===== config.mk =====
export PLATFORM = sky130hd
export DESIGN_NAME = imu_angle_frame_parser_unit_flat
export DESIGN_NICKNAME = d
export VERILOG_FILES = /design/src/design/iafp_pkg.sv /design/src/design/iafp_if.sv /design/src/design/iafp_front.sv /design/src/design/iafp_queue.sv /design/src/design/iafp_back.sv /design/src/design/imu_angle_frame_parser_unit.sv /design/src/flat_wrapper.sv
export SDC_FILE = /design/constraint.sdc
export NUM_CORES = 1
export LEC_CHECK = 0
export BUFFER_PORTS_ARGS = -buffer_cell sky130_fd_sc_hd__buf_2
export CELL_PAD_IN_SITES_DETAIL_PLACEMENT = 1
export CELL_PAD_IN_SITES_GLOBAL_PLACEMENT = 1
export CORE_MARGIN = 8
export CORE_UTILIZATION = 30
export CTS_BUF_LIST = sky130_fd_sc_hd__clkbuf_16
export CTS_CLUSTER_DIAMETER = 80
export DETAILED_ROUTE_END_ITERATION = 12
export GPL_TIMING_DRIVEN = 0
export PLACE_DENSITY_LB_ADDON = 0.1
export SETUP_SLACK_MARGIN = 0.02
export SLEW_MARGIN = 30
export SYNTH_ARGS = -nofsm -noshare
export SYNTH_HDL_FRONTEND = slang
export SYNTH_HIERARCHICAL = 1
export SYNTH_SLANG_ARGS = --single-unit

===== constraint.sdc =====
create_clock -name clk -period 4.8 [get_ports clk]
set_clock_uncertainty 0.05 [all_clocks]
set_input_delay 0.24 -clock clk [delete_from_list [all_inputs] [get_ports clk]]
set_output_delay 0.24 -clock clk [all_outputs]
set_load 0.1 [all_outputs]

===== src/design/iafp_pkg.sv =====
// iafp_pkg: shared types, constants and helpers of the imu angle frame parser
// no dependencies; imported by every other file of the block

package iafp_pkg;

  // frame layout
  localparam int unsigned FRAME_LAST_INDEX = 10;
  localparam int unsigned INDEX_W = 4;
  localparam int unsigned ANGLE_BYTES = 6;
  localparam int unsigned SLOT_W = $clog2(ANGLE_BYTES);
  localparam logic [INDEX_W-1:0] IDX_HEADER_FIRST = INDEX_W'(0);
  localparam logic [INDEX_W-1:0] IDX_HEADER_SECOND = INDEX_W'(1);
  localparam logic [INDEX_W-1:0] IDX_ANGLE_FIRST = INDEX_W'(2);
  localparam logic [INDEX_W-1:0] IDX_ANGLE_LAST = INDEX_W'(7);
  localparam logic [INDEX_W-1:0] IDX_FRAME_LAST = INDEX_W'(FRAME_LAST_INDEX);

  // configuration port
  localparam int unsigned CFG_DATA_W = 8;
  localparam int unsigned CFG_INDEX_W = 1;
  localparam logic [CFG_INDEX_W-1:0] REG_HEADER_FIRST = CFG_INDEX_W'(0);
  localparam logic [CFG_INDEX_W-1:0] REG_HEADER_SECOND = CFG_INDEX_W'(1);
  localparam logic [CFG_DATA_W-1:0] HEADER_FIRST_RESET = 8'h55;
  localparam logic [CFG_DATA_W-1:0] HEADER_SECOND_RESET = 8'h53;

  // angle scaling: raw/32768*180*128 == raw*45/64
  localparam int unsigned RAW_W = 16;
  localparam int unsigned ANGLE_W = 16;
  localparam int unsigned SCALE_SHIFT = 6;
  localparam int unsigned PROD_W = RAW_W + SCALE_SHIFT;
  localparam logic [PROD_W-1:0] ANGLE_SCALE = PROD_W'(45);

  // frame queue between parser and scaler
  localparam int unsigned QUEUE_DEPTH = 2;
  localparam int unsigned QPTR_W = $clog2(QUEUE_DEPTH);
  localparam int unsigned QCNT_W = $clog2(QUEUE_DEPTH + 1);

  typedef struct packed {
    logic             checksum_ok;
    logic [RAW_W-1:0] pitch_raw;
    logic [RAW_W-1:0] roll_raw;
    logic [RAW_W-1:0] yaw_raw;
  } frame_t;

  typedef struct packed {
    logic full;
    logic empty;
  } queue_status_t;

  function automatic logic [ANGLE_W-1:0] to_angle(input logic [RAW_W-1:0] raw);
    logic [PROD_W-1:0] prod;
    prod = PROD_W'(raw) * ANGLE_SCALE;
    return prod[PROD_W-1:SCALE_SHIFT];
  endfunction

endpackage


===== src/design/iafp_if.sv =====
// iafp_if: valid/ready channel interfaces for received bytes and angle results
// depends on iafp_pkg for field widths

interface iafp_byte_if import iafp_pkg::*; ();
  logic       valid;
  logic       ready;
  logic [7:0] rx_byte;

  modport source (output valid, output rx_byte, input ready);
  modport sink (input valid, input rx_byte, output ready);
endinterface

interface iafp_result_if import iafp_pkg::*; ();
  logic               valid;
  logic               ready;
  logic               checksum_ok;
  logic [ANGLE_W-1:0] pitch_deg;
  logic [ANGLE_W-1:0] roll_deg;
  logic [ANGLE_W-1:0] yaw_deg;

  modport source (output valid, output checksum_ok, output pitch_deg, output roll_deg,
                  output yaw_deg, input ready);
  modport sink (input valid, input checksum_ok, input pitch_deg, input roll_deg,
                input yaw_deg, output ready);
endinterface


===== src/design/iafp_front.sv =====
// iafp_front: header registers and byte-by-byte frame parser with running checksum
// depends on iafp_pkg and iafp_byte_if; pushes one frame record per completed frame

module iafp_front import iafp_pkg::*; (
  input  logic                   clk,
  input  logic                   rst,
  input  logic                   cfg_we,
  input  logic [CFG_INDEX_W-1:0] cfg_index,
  input  logic [CFG_DATA_W-1:0]  cfg_wdata,
  iafp_byte_if.sink              byte_in,
  output logic                   push,
  output frame_t                 push_frame,
  input  logic                   queue_full
);

  logic [CFG_DATA_W-1:0] header_first;
  logic [CFG_DATA_W-1:0] header_second;
  logic [INDEX_W-1:0]    byte_index;
  logic [INDEX_W-1:0]    byte_index_next;
  logic [7:0]            running_sum;
  logic [7:0]            running_sum_next;
  logic [7:0]            angle_bytes [ANGLE_BYTES];
  logic [SLOT_W-1:0]     slot;
  logic                  at_last;
  logic                  accept;
  logic                  sum_match;

  always_ff @(posedge clk) begin
    if (rst) begin
      header_first  <= HEADER_FIRST_RESET;
      header_second <= HEADER_SECOND_RESET;
    end else if (cfg_we) begin
      case (cfg_index)
        REG_HEADER_FIRST:  header_first <= cfg_wdata;
        REG_HEADER_SECOND: header_second <= cfg_wdata;
        default: ;
      endcase
    end
  end

  // indexes past the end count as the checksum byte
  assign at_last = byte_index >= IDX_FRAME_LAST;
  assign byte_in.ready = !at_last || !queue_full;
  assign accept = byte_in.valid && byte_in.ready;
  assign slot = SLOT_W'(byte_index - IDX_ANGLE_FIRST);
  assign sum_match = running_sum == byte_in.rx_byte;

  always_comb begin
    byte_index_next  = byte_index;
    running_sum_next = running_sum;
    if (byte_index == IDX_HEADER_FIRST) begin
      if (byte_in.rx_byte == header_first) begin
        running_sum_next = byte_in.rx_byte;
        byte_index_next  = IDX_HEADER_SECOND;
      end else begin
        byte_index_next = IDX_HEADER_FIRST;
      end
    end else if (byte_index == IDX_HEADER_SECOND) begin
      if (byte_in.rx_byte == header_second) begin
        running_sum_next = running_sum + byte_in.rx_byte;
        byte_index_next  = IDX_ANGLE_FIRST;
      end else begin
        byte_index_next = IDX_HEADER_FIRST;
      end
    end else if (!at_last) begin
      running_sum_next = running_sum + byte_in.rx_byte;
      byte_index_next  = byte_index + INDEX_W'(1);
    end else begin
      running_sum_next = '0;
      byte_index_next  = IDX_HEADER_FIRST;
    end
  end

  always_ff @(posedge clk) begin
    if (rst) begin
      byte_index  <= '0;
      running_sum <= '0;
    end else if (accept) begin
      byte_index  <= byte_index_next;
      running_sum <= running_sum_next;
    end
  end

  always_ff @(posedge clk) begin
    if (accept && (byte_index inside {[IDX_ANGLE_FIRST:IDX_ANGLE_LAST]})) begin
      for (int i = 0; i < ANGLE_BYTES; i++) begin
        if (slot == SLOT_W'(i)) begin
          angle_bytes[i] <= byte_in.rx_byte;
        end
      end
    end
  end

  // bad checksum carries zero raw words, which scale to zero angles
  assign push = accept && at_last;
  always_comb begin
    push_frame.checksum_ok = sum_match;
    push_frame.pitch_raw   = sum_match ? {angle_bytes[1], angle_bytes[0]} : '0;
    push_frame.roll_raw    = sum_match ? {angle_bytes[3], angle_bytes[2]} : '0;
    push_frame.yaw_raw     = sum_match ? {angle_bytes[5], angle_bytes[4]} : '0;
  end

endmodule


===== src/design/iafp_queue.sv =====
// iafp_queue: short frame record queue between parser and scaler
// depends on iafp_pkg for frame_t and the queue depth

module iafp_queue import iafp_pkg::*; (
  input  logic          clk,
  input  logic          rst,
  input  logic          push,
  input  frame_t        push_frame,
  input  logic          pop,
  output frame_t        pop_frame,
  output queue_status_t status
);

  frame_t              entries [QUEUE_DEPTH];
  logic [QPTR_W-1:0]   wr_ptr;
  logic [QPTR_W-1:0]   rd_ptr;
  logic [QCNT_W-1:0]   count;

  assign status.full  = count == QCNT_W'(QUEUE_DEPTH);
  assign status.empty = count == '0;
  assign pop_frame    = entries[rd_ptr];

  always_ff @(posedge clk) begin
    if (push) begin
      entries[wr_ptr] <= push_frame;
    end
  end

  always_ff @(posedge clk) begin
    if (rst) begin
      wr_ptr <= '0;
      rd_ptr <= '0;
      count  <= '0;
    end else begin
      if (push) begin
        wr_ptr <= (wr_ptr == QPTR_W'(QUEUE_DEPTH - 1)) ? '0 : wr_ptr + QPTR_W'(1);
      end
      if (pop) begin
        rd_ptr <= (rd_ptr == QPTR_W'(QUEUE_DEPTH - 1)) ? '0 : rd_ptr + QPTR_W'(1);
      end
      case ({push, pop})
        2'b10:   count <= count + QCNT_W'(1);
        2'b01:   count <= count - QCNT_W'(1);
        default: ;
      endcase
    end
  end

endmodule


===== src/design/iafp_back.sv =====
// iafp_back: scales raw angle words to 1/128 degree and holds the result register
// depends on iafp_pkg (to_angle) and iafp_result_if

module iafp_back import iafp_pkg::*; (
  input  logic          clk,
  input  logic          rst,
  input  frame_t        pop_frame,
  input  logic          queue_empty,
  output logic          pop,
  iafp_result_if.source result_out
);

  logic out_valid;

  assign pop = !queue_empty && (!out_valid || result_out.ready);
  assign result_out.valid = out_valid;

  always_ff @(posedge clk) begin
    if (rst) begin
      out_valid <= 1'b0;
    end else if (pop) begin
      out_valid <= 1'b1;
    end else if (result_out.ready) begin
      out_valid <= 1'b0;
    end
  end

  always_ff @(posedge clk) begin
    if (pop) begin
      result_out.checksum_ok <= pop_frame.checksum_ok;
      result_out.pitch_deg   <= to_angle(pop_frame.pitch_raw);
      result_out.roll_deg    <= to_angle(pop_frame.roll_raw);
      result_out.yaw_deg     <= to_angle(pop_frame.yaw_raw);
    end
  end

endmodule


===== src/design/imu_angle_frame_parser_unit.sv =====
// imu_angle_frame_parser_unit: top level of the imu angle frame parser
// depends on iafp_pkg, iafp_if, iafp_front, iafp_queue and iafp_back
//
// Takes one received serial byte per beat and assembles 11-byte angle frames:
// two header bytes (header_first, header_second; reset 0x55 and 0x53), six
// angle bytes (pitch, roll, yaw as little-endian 16-bit words), two ignored
// bytes and a checksum byte equal to the 8-bit sum of the ten before it. A
// wrong header byte restarts the search at the next byte. Each completed frame
// gives one result beat: checksum_ok and the three angles in 1/128 degree,
// (raw*45)>>6; a checksum error gives zero angles. A byte beat is taken every
// cycle unless stalled; a frame result passes the two-entry frame queue and
// then the output register. The parser stalls only on a checksum byte while
// the queue is full, so a stalled result sink blocks input after two further
// completed frames. Header registers are written by the user through
// cfg_we/cfg_index/cfg_wdata only while idle; the block does not enforce it.

module imu_angle_frame_parser_unit import iafp_pkg::*; (
  input  logic                   clk,
  input  logic                   rst,
  input  logic                   cfg_we,
  input  logic [CFG_INDEX_W-1:0] cfg_index,
  input  logic [CFG_DATA_W-1:0]  cfg_wdata,
  iafp_byte_if.sink              byte_in,
  iafp_result_if.source          result_out
);

  // parser to queue
  logic          push;
  frame_t        push_frame;
  // queue to scaler
  logic          pop;
  frame_t        pop_frame;
  queue_status_t queue_status;

  // front: header match, byte index, running sum, angle byte capture
  iafp_front u_front (
    .clk        (clk),
    .rst        (rst),
    .cfg_we     (cfg_we),
    .cfg_index  (cfg_index),
    .cfg_wdata  (cfg_wdata),
    .byte_in    (byte_in),
    .push       (push),
    .push_frame (push_frame),
    .queue_full (queue_status.full)
  );

  // decouples the parser from a stalled result sink
  iafp_queue u_queue (
    .clk        (clk),
    .rst        (rst),
    .push       (push),
    .push_frame (push_frame),
    .pop        (pop),
    .pop_frame  (pop_frame),
    .status     (queue_status)
  );

  // back: constant scaling into the registered result beat
  iafp_back u_back (
    .clk         (clk),
    .rst         (rst),
    .pop_frame   (pop_frame),
    .queue_empty (queue_status.empty),
    .pop         (pop),
    .result_out  (result_out)
  );

`ifndef NO_ASSERTIONS
  // no frame record goes into a full queue unless one leaves in the same cycle
  a_no_overflow: assert property (@(posedge clk) disable iff (rst)
    push |-> !queue_status.full || pop)
    else $error("frame queue overflow");

  // the scaler never takes a record from an empty queue
  a_no_underflow: assert property (@(posedge clk) disable iff (rst)
    pop |-> !queue_status.empty)
    else $error("frame queue underflow");

  // a failed checksum always reports zero angles
  a_bad_sum_zero: assert property (@(posedge clk) disable iff (rst)
    (result_out.valid && !result_out.checksum_ok) |->
      (result_out.pitch_deg == '0 && result_out.roll_deg == '0 &&
       result_out.yaw_deg == '0))
    else $error("nonzero angle on checksum error");

  // a popped record shows up as a result beat in the next cycle
  a_pop_to_result: assert property (@(posedge clk) disable iff (rst)
    pop |=> result_out.valid)
    else $error("popped frame lost");
`endif

endmodule


===== src/flat_wrapper.sv =====
// flat-port wrapper written by rule: the top's interface ports become plain ports
module imu_angle_frame_parser_unit_flat import iafp_pkg::*;
  (clk, rst, cfg_we, cfg_index, cfg_wdata, byte_in_valid, byte_in_rx_byte, byte_in_ready, result_out_valid, result_out_checksum_ok, result_out_pitch_deg, result_out_roll_deg, result_out_yaw_deg, result_out_ready);
  iafp_byte_if byte_in_i ();
  iafp_result_if result_out_i ();
  input  logic clk;
  input  logic rst;
  input  logic cfg_we;
  input  logic [CFG_INDEX_W-1:0] cfg_index;
  input  logic [CFG_DATA_W-1:0] cfg_wdata;
  input wire logic [$bits(byte_in_i.valid)-1:0] byte_in_valid;
  input wire logic [$bits(byte_in_i.rx_byte)-1:0] byte_in_rx_byte;
  output wire logic [$bits(byte_in_i.ready)-1:0] byte_in_ready;
  output wire logic [$bits(result_out_i.valid)-1:0] result_out_valid;
  output wire logic [$bits(result_out_i.checksum_ok)-1:0] result_out_checksum_ok;
  output wire logic [$bits(result_out_i.pitch_deg)-1:0] result_out_pitch_deg;
  output wire logic [$bits(result_out_i.roll_deg)-1:0] result_out_roll_deg;
  output wire logic [$bits(result_out_i.yaw_deg)-1:0] result_out_yaw_deg;
  input wire logic [$bits(result_out_i.ready)-1:0] result_out_ready;
  assign byte_in_i.valid = byte_in_valid;
  assign byte_in_i.rx_byte = byte_in_rx_byte;
  assign byte_in_ready = byte_in_i.ready;
  assign result_out_valid = result_out_i.valid;
  assign result_out_checksum_ok = result_out_i.checksum_ok;
  assign result_out_pitch_deg = result_out_i.pitch_deg;
  assign result_out_roll_deg = result_out_i.roll_deg;
  assign result_out_yaw_deg = result_out_i.yaw_deg;
  assign result_out_i.ready = result_out_ready;
  imu_angle_frame_parser_unit u_core (.clk(clk), .rst(rst), .cfg_we(cfg_we), .cfg_index(cfg_index), .cfg_wdata(cfg_wdata), .byte_in(byte_in_i), .result_out(result_out_i));
endmodule

# Word-level counts from Yosys, hierarchy flattened
# Memory sizes are Yosys's and may differ from the RTL's. A register that Yosys moved wholly into a read port is not among the register bits.
# Index checks and enable logic that the tools add are counted.
[op_classes] addsub=7 mul=3 n_lt_le_gt_ge=3 n_eq_ne=14 mux=55 n_bitwise=1 n_reduce_logical=24
[op_table] operator="$mux 8" n=10
[op_table] operator="$mul 16x6->22 const B" n=3
[op_table] operator="$mux 16" n=3
[op_table] operator="$reduce_or 8->1" n=5
[op_table] operator="$mux 1" n=32
[op_table] operator="$eq 8x8->1" n=3
[op_table] operator="$mux 3" n=5
[op_table] operator="$mux 4" n=3
[op_table] operator="$add 8x8->8" n=1
[op_table] operator="$eq 3x2->1 const B" n=2
[op_table] operator="$eq 3x3->1 const B" n=2
[op_table] operator="$logic_and 1x1->1" n=5
[op_table] operator="$add 4x1->4 const B" n=1
[op_table] operator="$eq 2x2->1 const B" n=2
[op_table] operator="$eq 4x1->1 const B" n=1
[op_table] operator="$ge 4x2->1 const B" n=1
[op_table] operator="$ge 4x4->1 const B" n=1
[op_table] operator="$le 4x3->1 const B" n=1
[op_table] operator="$logic_not 1->1" n=4
[op_table] operator="$logic_not 4->1" n=1
[op_table] operator="$pmux 2 s2" n=1
[op_table] operator="$reduce_and 2->1" n=2
[op_table] operator="$reduce_bool 2->1" n=2
[op_table] operator="$eq 3x1->1 const B" n=1
[op_table] operator="other kinds (13)" n=15
[word_totals] ff_bits=82 mem_bits_rw=146 output_inout_bits=51 wordCells=121 n_memories=2
[mem_list] name="u_core.u_queue.entries" words=2 word_bits=49 rd=1 rd_ports_with_merged_regs=1 write_ports=1 line_no="iafp_queue.sv:14" text="frame_t entries [QUEUE_DEPTH];"
[mem_list] name="u_core.u_front.angle_bytes" words=6 word_bits=8 rd=6 rd_ports_with_merged_regs=0 write_ports=1 line_no="iafp_front.sv:22" text="logic [7:0] angle_bytes [ANGLE_BYTES];"

# Logic depth before layout (Yosys ltp)
# Gate-level depths: netlist of the first run.
[depth] word_depth=13 depth_mapped=17 mapped_depth_nobuf=15

# By module
# Netlist of the first run, hierarchy kept.
[modules_own_cells] mod="iafp_back" n_inst=1 cells_each=633 area_per_inst_um2=6478.7
[modules_own_cells] mod="iafp_front" n_inst=1 cells_each=345 area_per_inst_um2=3738.6
[modules_own_cells] mod="iafp_queue" n_inst=1 cells_each=174 area_per_inst_um2=3729.8

# Least setup slack after synthesis of the first run
# OpenSTA, ideal clock, no wires.
[synth_timing] path_type="register to register" from="reg (tool-made name)" to="reg u_core.u_back.result_out.roll_deg[15], data pin" t_arrival_ns=4.287 setup_slack_ns=0.201 stages_incl_launch_ff=16 n_path_buf=2 path_cell_list="dfxtp_1 -> buf_4 -> buf_4 -> mux2_2 -> ha_1 -> fa_1 -> inv_1 -> fa_1 -> inv_1 -> ha_1 -> a2111oi_0 -> o32a_1 -> a31oi_1 -> a311o_1 -> o31ai_1 -> xnor2_1"
[synth_rtl] item="end signal: assignment" line_no="iafp_back.sv:32" text="result_out.roll_deg <= to_angle(pop_frame.roll_raw);"
[synth_rtl] item="end: declaration" line_no="iafp_if.sv:21" text="modport source (output valid, output checksum_ok, output pitch_deg, output roll_deg,"

==> impl_metrics.ini, run 1 <==
[power]
peakVddDrop_v = 0.000343
power_density_nw_per_um2 = 703
leakagePower_uw = 0.00730
power.total_uw = 11800

[finish]
nets = 1515
drive_gt1_frac = 0.188
area_growth_pct = 20.9
fin_area_um2 = 16900
nFillCells = 4995
post-route-util = 0.364

[die]
row_count = 79
start_util = 0.301
die_height_um = 232
dieWidth_um = 232
ios = 73
die_area_um2 = 53600
coreArea_um2 = 46300

[worst_setup_path]
required_ps = 5050
endpoint_kind = flop
critPathArrivalTime_ps = 4870
rr_endpoint = u_core/u_back/result_out.roll_deg[15]$_DFFE_PP_
rrSetupSlack_ps = 180
startpoint_type = flop
cp_max_fo = 10
crit_type = reg2reg
rr_worst_depth = 16

[detailed_routing]
routed_wl_um = 31900
drt_iter0_markers = 297
drcViolationCount = 0
first_pass_iters = 4
vias_per_cell = 4.58
wl_per_cell_um = 16.6
num_vias = 8794
ant_nets = 0

[job]
cap_violations = 0

[outcome]
run_status = completed

[placement]
gp_congestion = 0.744
detailed_place_hpwl_um = 23500
port-buffer-count = 72
place_area_um2 = 15300
dp_slack_ps = -609

[hold_path]
hp-start = byte_in_rx_byte[7]
whs_path_depth = 1
hold_class = in2reg
hold_end = u_core/u_front/angle_bytes[2][7]$_DFFE_PP_

[sta]
fmax_mhz = 216
setup_tns_ps = 0
hold_viol_final = 0
slew_violations = 0
slew_headroom = 0.409
setup_viol_count_final = 0
finalCritPeriodShare = 0.963
period_minus_slack_ps = 4620
worst_slack_ps = 180
rsz0062_at_grt = true
worst_pin_slew_ps = 878

[logic_synthesis]
yosysSeqAreaShare = 0.469
yosys-top-cells-count = 195 x edfxtp_1, 159 x inv_1, 148 x ha_1
ys_types = 67
yosys.area.top_type = edfxtp_1
yosys_most_used_dff = edfxtp_1
synth_warnings = 6
synthArstFlopShare = 0
syn-cell-area_um2 = 13900
synth-seq-cells = 229
synth.avg_cell_area_um2 = 12.1
synthTopCellsByArea = edfxtp_1 42%, ha_1 13%, fa_1 8.2%
synth_fp_nets = 1379
synth_cells = 1152
synth_edf_count = 195
yosysTopAreaCellShare = 0.420
yosysMostFrequentCell = edfxtp_1

[clocking]
clk-insertion-delay-late_ps = 550
cts_max_level = 1
path_clk_slew_ps = 60
numClockSinks = 229
root_buffer = clkbuf_16
clock_path_buffers = 3
numCtsBuffers = 31
cts_tree = done

[grt]
grt_antenna_before_repair = 0
grt_first_pass_wirelength_um = 51900
grt_overflow_total = 0
grt_pass1_vias = 9620
grt_use_total = 0.119
grt_max_degree = 29
state kept, by name, indices dropped and copies added, names as in the netlist, named ones only:
register                              count
u_core/u_queue/count                      2
u_core/u_back/result_out.roll_deg        16
u_core/u_queue/rd_ptr                     1
u_core/u_front/header_first               8
u_core/u_queue/entries                   98
u_core/u_front/header_second              8
u_core/u_front/byte_index                 4
u_core/u_back/result_out.pitch_deg       16
u_core/u_back/result_out.valid            1
u_core/u_front/angle_bytes               48
u_core/u_front/running_sum                8
u_core/u_back/result_out.yaw_deg         16
u_core/u_queue/wr_ptr                     1
u_core/u_back/result_out.checksum_ok      1
cell usage in the layout (no fill, tap or decap), drive strengths merged, types with 27 or more instances in the layout:
cell    synthesis  layout
ha            148     148
edfxtp        195     195
buf             9     100
fa             57      57
mux2           51      51
nor2           47      47
a21oi          50      50
clkbuf         14      45
nand2          44      44
xnor2          57      57
xor2           27      27
inv           159     169
dfxtp          34      34
and2           57      57
cell type report:
type / count / area (µm²) / area share
plain buffers: 23 / 160 / 0.00950
inverters: 159 / 597 / 0.0354
well taps: 607 / 759 / 0.0451
diodes: 1 / 2.50 / 0.000148
multi-input cells: 741 / 6990 / 0.415
flip-flops and latches: 229 / 6540 / 0.388
clock inverters: 26 / 255 / 0.0151
clock buffers: 31 / 776 / 0.0460
repair buffers: 103 / 772 / 0.0458
worst max-delay path by stage:
stage,start,end,cells past startpoint
2_1_floorplan,flop,u_core/u_back/result_out.roll_deg[15]$_DFFE_PP_,15
3_3_place_gp,u_core/u_front/byte_index[0]$_SDFFE_PP0P_,u_core/u_queue/entries[0][32]$_DFFE_PP_,8
3_5_place_dp,flop,u_core/u_back/result_out.roll_deg[15]$_DFFE_PP_,15
4_1_cts,flop,u_core/u_back/result_out.roll_deg[15]$_DFFE_PP_,15
5_1_grt,flop,u_core/u_back/result_out.roll_deg[15]$_DFFE_PP_,16
6_report,flop,u_core/u_back/result_out.roll_deg[15]$_DFFE_PP_,16
critical path: stages, from the launching register on:
cell and delay [ps]:
dfxtp_4 400, buf_12 120, buf_12 130, mux2_2 390
ha_4 260, ha_1 270, inv_1 50, fa_1 500
inv_1 40, ha_1 270, and4b_2 260, nor4_4 330
o32a_1 340, a31oi_4 130, a311o_1 430, o31ai_2 280
xnor2_1 90
per-layer routing:
layer,GRT usage,wire [µm]
met1,0.159,15300
met2,0.200,15000
met3,0.0181,954
met4,0.0303,619
met5,0,0
cells by family after synthesis:
kind of cell / after synthesis / share of synthesized area
and+or+nand+nor: 239 / 0.0929
DFF: 229 / 0.469
adders and majority gates: 205 / 0.215
buffers and inverters: 182 / 0.0509
AOI/OAI and AO/OA: 161 / 0.0783
xor gates and xnor gates: 84 / 0.0527
muxes: 52 / 0.0419
timing repair:
action | in CTS | in global routing
hold endpoints to repair | 24 | 0
hold buffers | 12 | 0
pin swaps | 2 | 9
endpoints found under the setup margin | 25 | 11
buffers inserted | 1 | 11
resized for setup | 22 | 35
per-stage QoR:
step	instances	hold slack, ps
after global routing	1919	49.4
final	1920	83.1
after floorplan	1152	259
after detailed placement	1838	416
after global placement	1831	407
after CTS	1908	46.2
power by group:
group / internal [µW] / total [µW] / switching, µW
sequential: 2610 / 2670 / 59.5
clock: 1400 / 2310 / 907
combinational: 2600 / 6880 / 4270
Power figures use the tool's default switching activity.
==> run 2: changes to the inputs <==
--- a/config.mk
+++ b/config.mk
@@ -15,7 +15,7 @@
 export DETAILED_ROUTE_END_ITERATION = 12
 export GPL_TIMING_DRIVEN = 0
 export PLACE_DENSITY_LB_ADDON = 0.1
-export SETUP_SLACK_MARGIN = 0.02
+export RECOVER_POWER = 100
 export SLEW_MARGIN = 30
 export SYNTH_ARGS = -nofsm -noshare
 export SYNTH_HDL_FRONTEND = slang
==> run 2 against run 1 <==
  * Highest routed layer unchanged
  * Count of clock-buffer cells in the layout is the same
  * Die area is the same
  * The flow now finishes with violations (capacitance limit, slew limit)
  * Critical path depth is the same
  * Sequential share of layout area grew 0.47 points
  * Clock power is essentially flat
  * Sequential power is essentially flat
==> impl_metrics.ini, run 2 (synthesis results as in run 1) <==
[placement]
place_area_um2 = 15300
port-buffer-count = 72
dp_slack_ps = -609
gp_congestion = 0.744
dp.cells = 1838
detailed_place_hpwl_um = 23500

[sta]
period_minus_slack_ps = 4650
worst_slack_ps = 148
hold-worst-slack_ps = 160
slew_violations = 33
worst_pin_slew_ps = 1660
finalCritPeriodShare = 0.969
hold_viol_final = 0
slew_headroom = -0.118
rsz0062_at_grt = false
setup_viol_count_final = 0
fmax_mhz = 215

[clocking]
numCtsBuffers = 31
clock_path_buffers = 3
numClockSinks = 229
path_clk_slew_ps = 60
root_buffer = clkbuf_16
cts_tree = done
clk-insertion-delay-late_ps = 550
cts_max_level = 1

[worst_setup_path]
crit_chain = buf_12 -> buf_8 -> mux2_1 -> ha_4 -> fa_1 -> inv_1 -> fa_1 -> inv_1 -> ha_1 -> or3_1 -> o221a_4 -> a311oi_4 -> nor2_1 -> a21o_1 -> a21oi_2 -> xnor2_1
crit_type = reg2reg
endpoint_kind = flop
cp_num_buf_inv = 4
startpoint_type = flop
cp_max_fo = 10
crit_slowest_cell = fa_1
max_stage_delay_ps = 530
cp_top_family = adder cells
critPathArrivalTime_ps = 4900
required_ps = 5050

[detailed_routing]
num_vias = 8788
drcViolationCount = 0
first_pass_iters = 4
drt_iter0_markers = 299
routed_wl_um = 32000
vias_per_cell = 4.58
wl_per_cell_um = 16.7
ant_nets = 0

[power]
peakVddDrop_v = 0.000268
leakagePower_uw = 0.00704
power.total_uw = 11800
power_density_nw_per_um2 = 706

[die]
ios = 73
row_count = 79
die_height_um = 232
coreArea_um2 = 46300
dieWidth_um = 232
die_area_um2 = 53600
start_util = 0.301

[finish]
mostFrequentLayoutCells = 195 x edfxtp_1, 163 x inv_1, 137 x ha_1
diodes = 0
layout.cells.non_filler = 1920
final_common_cell = edfxtp_1
area_growth_pct = 19.4
nets = 1516
fin_area_um2 = 16700
nFillCells = 5030
top_regs = u_core/u_queue/entries x98, u_core/u_front/angle_bytes x48
regMostFlops = u_core/u_queue/entries
largest_reg_flops = 98
drive_gt1_frac = 0.133

[grt]
grt_overflow_total = 0
grt_max_degree = 29
grt_antenna_before_repair = 0
grt_first_pass_wirelength_um = 51900
grt_pass1_vias = 9620
grt_use_total = 0.119

[outcome]
violations = capacitance limit, slew limit
run_status = complete, but fails checks

[hold_path]
hold_class = in2reg
hp-start = cfg_index

[job]
cap_violations = 2
## run 2: repair_timing
action | CTS | global route
gates cloned | 0 | 1
pin swaps | 2 | 9
endpoints found under the hold margin | 24 | 0
setup buffers | 1 | 11
endpoints found under the setup margin | 22 | 11
hold buffers | 12 | 0
gates resized for setup | 21 | 40
## run 2: worst register-to-register path, delay by kind of cell, from the launching register on
family	cells	cell delay [ps]
AOI/OAI and AO/OA	4	1090
xor gates and xnor gates	1	80
adders and majority gates	4	1520
buffers and inverters	4	360
DFF	1	400
muxes	1	400
and+or+nand+nor	2	510
## run 2: final cells by class
cell class / instances / area [µm²] / share of cell area
Timing Repair Buffer: 104 / 592 / 0.0355
Clock buffer: 31 / 776 / 0.0466
Inverter: 159 / 597 / 0.0358
Tap cell: 607 / 759 / 0.0456
Sequential cell: 229 / 6540 / 0.393
Buffer: 23 / 159 / 0.00954
Multi-Input combinational cell: 741 / 6980 / 0.419
Clock inverter: 26 / 255 / 0.0153
## run 2: metrics by stage
step / setup TNS (ps) / util
4_1_cts: 0 / 0.357
2_1_floorplan: 0 / -
3_3_place_gp: -92850 / 0.326
6_report: 0 / 0.360
3_5_place_dp: -5030 / 0.330
5_1_grt: 0 / 0.360
## run 2: worst paths after layout
| check | endpoint | slack (ps) | depth (start not counted) |
|---|---|---|---|
| hold reg to reg | u_core/u_front/header_second[5]$_SDFFE_PP0P_ | 420 | 2 |
| setup reg to reg | u_core/u_back/result_out.yaw_deg[10]$_DFFE_PP_ | 150 | 16 |
| hold / removal | u_core/u_front/header_first[7]$_SDFFE_PP0P_ | 160 | 5 |
| setup / recovery | u_core/u_back/result_out.yaw_deg[10]$_DFFE_PP_ | 150 | 16 |
## run 2: power by group
group          internal (µW)  switching, µW
Clock                   1400            905
Sequential              2610           64.3
Combinational           2500           4280
## run 2: layer usage
| metal | up-vias | track usage | routed length (µm) |
|---|---|---|---|
| met3 | 36 | 0.0181 | 962 |
| met5 | - | 0 | 0 |
| met1 | 4345 | 0.159 | 15300 |
| met2 | 89 | 0.200 | 15100 |
| li1 | 4318 | - | - |
| met4 | 0 | 0.0303 | 617 |
==> run 3: changes to the inputs <==
--- a/config.mk
+++ b/config.mk
@@ -10,8 +10,7 @@
 export CELL_PAD_IN_SITES_GLOBAL_PLACEMENT = 1
 export CORE_MARGIN = 8
 export CORE_UTILIZATION = 30
-export CTS_BUF_LIST = sky130_fd_sc_hd__clkbuf_16
-export CTS_CLUSTER_DIAMETER = 80
+export CTS_CLUSTER_DIAMETER = 60
 export DETAILED_ROUTE_END_ITERATION = 12
 export GPL_TIMING_DRIVEN = 0
 export PLACE_DENSITY_LB_ADDON = 0.1
==> run 3 against run 2 <==
  * Final cell count grew 0.31%
  * Critical path depth shrank 1
  * Via count grew 0.49%
  * Largest cell class unchanged
  * Clock power grew 10%
  * Register-to-register slack is essentially flat
  * The run now ends clean
  * Worst hold slack gained 13 ps
  * Sequential power is essentially flat
  * Largest power group unchanged
  * Sequential share of layout area shrank 0.54 points
  * Die area is the same
  * Worst setup slack gained 12 ps
  * Routed wire length is essentially flat
  * First-iteration DRC count shrank 5.0%
==> impl_metrics.ini, run 3 (synthesis results as in run 1) <==
[clocking]
numClockSinks = 229
path_clk_slew_ps = 60
clock_path_buffers = 3
clk-insertion-delay-late_ps = 540
root_buffer = clkbuf_16
cts_tree = done
cts_max_level = 2
numCtsBuffers = 35

[worst_setup_path]
required_ps = 5030
startpoint_type = flop
max_stage_delay_ps = 530
crit_slowest_cell = fa_1
crit_type = reg2reg
crit_chain = buf_12 -> buf_12 -> mux2_4 -> ha_4 -> fa_1 -> inv_1 -> fa_1 -> inv_1 -> ha_4 -> a2111oi_2 -> o32a_1 -> a31oi_4 -> a311o_1 -> o31ai_2 -> xnor2_1
cp_num_buf_inv = 4
critPathArrivalTime_ps = 4870
endpoint_kind = flop
cp_top_family = adder cells
cp_max_fo = 10

[die]
ios = 73
coreArea_um2 = 46300
start_util = 0.301
dieWidth_um = 232
row_count = 79
die_height_um = 232
die_area_um2 = 53600

[finish]
final_common_cell = edfxtp_1
largest_reg_flops = 98
nets = 1519
drive_gt1_frac = 0.179
nFillCells = 5011
top_regs = u_core/u_queue/entries x98, u_core/u_front/angle_bytes x48
mostFrequentLayoutCells = 195 x edfxtp_1, 159 x inv_1, 140 x ha_1
layout.cells.non_filler = 1926
area_growth_pct = 21.1
regMostFlops = u_core/u_queue/entries

[placement]
dp.cells = 1838
dp_slack_ps = -609
detailed_place_hpwl_um = 23500
port-buffer-count = 72
gp_congestion = 0.744

[sta]
worst_pin_slew_ps = 1050
slew_headroom = 0.300
worst_slack_ps = 160
fmax_mhz = 216
hold-worst-slack_ps = 173
setup_tns_ps = 0
slew_violations = 0
setup_viol_count_final = 0
period_minus_slack_ps = 4640
finalCritPeriodShare = 0.967
hold_viol_final = 0
rsz0062_at_grt = true

[hold_path]
hold_class = in2reg

[power]
power_density_nw_per_um2 = 712
leakagePower_uw = 0.00731
switching_power_uw = 5270
power.total_uw = 12000
seq_power_share = 0.222
pwr-share-clk = 0.212
p_int_uw = 6750
peakVddDrop_v = 0.000347
combPwrFrac = 0.566
p_sw_frac = 0.438

[outcome]
run_status = completed

[detailed_routing]
wl_per_cell_um = 16.6
vias_per_cell = 4.59
first_pass_iters = 4
drcViolationCount = 0
drt_iter0_markers = 284
num_vias = 8831
ant_nets = 0
routed_wl_um = 32000

[job]
cap_violations = 0

[grt]
grt_max_degree = 29
grt_overflow_total = 0
grt_first_pass_wirelength_um = 52100
grt_antenna_before_repair = 0
grt_use_total = 0.122
grt_pass1_vias = 9681
[run 3: cell count changes in the layout (fill, tap and decap cells not counted), sizes merged]
cell | previous run | this run
inv | 169 | 167
clkbuf | 114 | 62
buf | 32 | 90
diode | 0 | 1
clkinvlp | 1 | 2
[run 3: final timing paths]
check / start / to / slack [ps] / cells after the start
min: cfg_index / u_core/u_front/header_first[7]$_SDFFE_PP0P_ / 170 / 5
max reg2reg: flop / u_core/u_back/result_out.roll_deg[15]$_DFFE_PP_ / 160 / 15
min reg2reg: u_core/u_front/header_second[5]$_SDFFE_PP0P_ / u_core/u_front/header_second[5]$_SDFFE_PP0P_ / 420 / 2
max: flop / u_core/u_back/result_out.roll_deg[15]$_DFFE_PP_ / 160 / 15
[run 3: tightest hold or removal path, stage by stage]
cell and delay [ps]:
buf_2 90, nor2b_1 40, clkbuf_1 190, nand2_1 110
a21oi_1 50
[run 3: power groups by stage]
stage	clock (µW)	combinational (µW)	sequential, µW
detailed placement	0	6670	2710
floorplan	0	4130	3830
finish	2550	6800	2670
CTS	2660	6800	2670
global route	2720	7740	2690
global placement	0	6570	2730
[run 3: through the flow]
| step | util | instance area, µm² |
|---|---|---|
| after floorplan | - | 13900 |
| after global placement | 0.326 | 15100 |
| after detailed placement | 0.330 | 15300 |
| after CTS | 0.359 | 16600 |
| after global routing | 0.365 | 16900 |
| final | 0.365 | 16900 |
[run 3: final cells by class]
cell class                 instances  area (µm²)  area share
buffer                            23         173      0.0102
clock buffer                      38         887      0.0525
antenna                            1        2.50    0.000148
tap                              607         759      0.0450
timing repair buffer             103         744      0.0441
multi-input combinational        741        6920       0.409
inverter                         159         597      0.0353
clock inverter                    25         269      0.0159
sequential                       229        6540       0.387
[run 3: layer usage]
| layer | vias to the layer above | track usage | routed length, µm |
|---|---|---|---|
| li1 | 4331 | - | - |
| met1 | 4355 | 0.158 | 15100 |
| met2 | 102 | 0.199 | 15000 |
| met3 | 43 | 0.0235 | 1120 |
| met4 | 0 | 0.0445 | 822 |
| met5 | - | 0 | 0 |
[run 3: what timing repair did]
item                                    in CTS  in global routing
endpoints found under the hold margin       24                  0
buffers inserted                             1                 11
pin swaps                                    2                  4
hold buffers                                12                  0
gates cloned                                 0                  0
gates resized for setup                     16                 33
endpoints found under the setup margin      20                 14
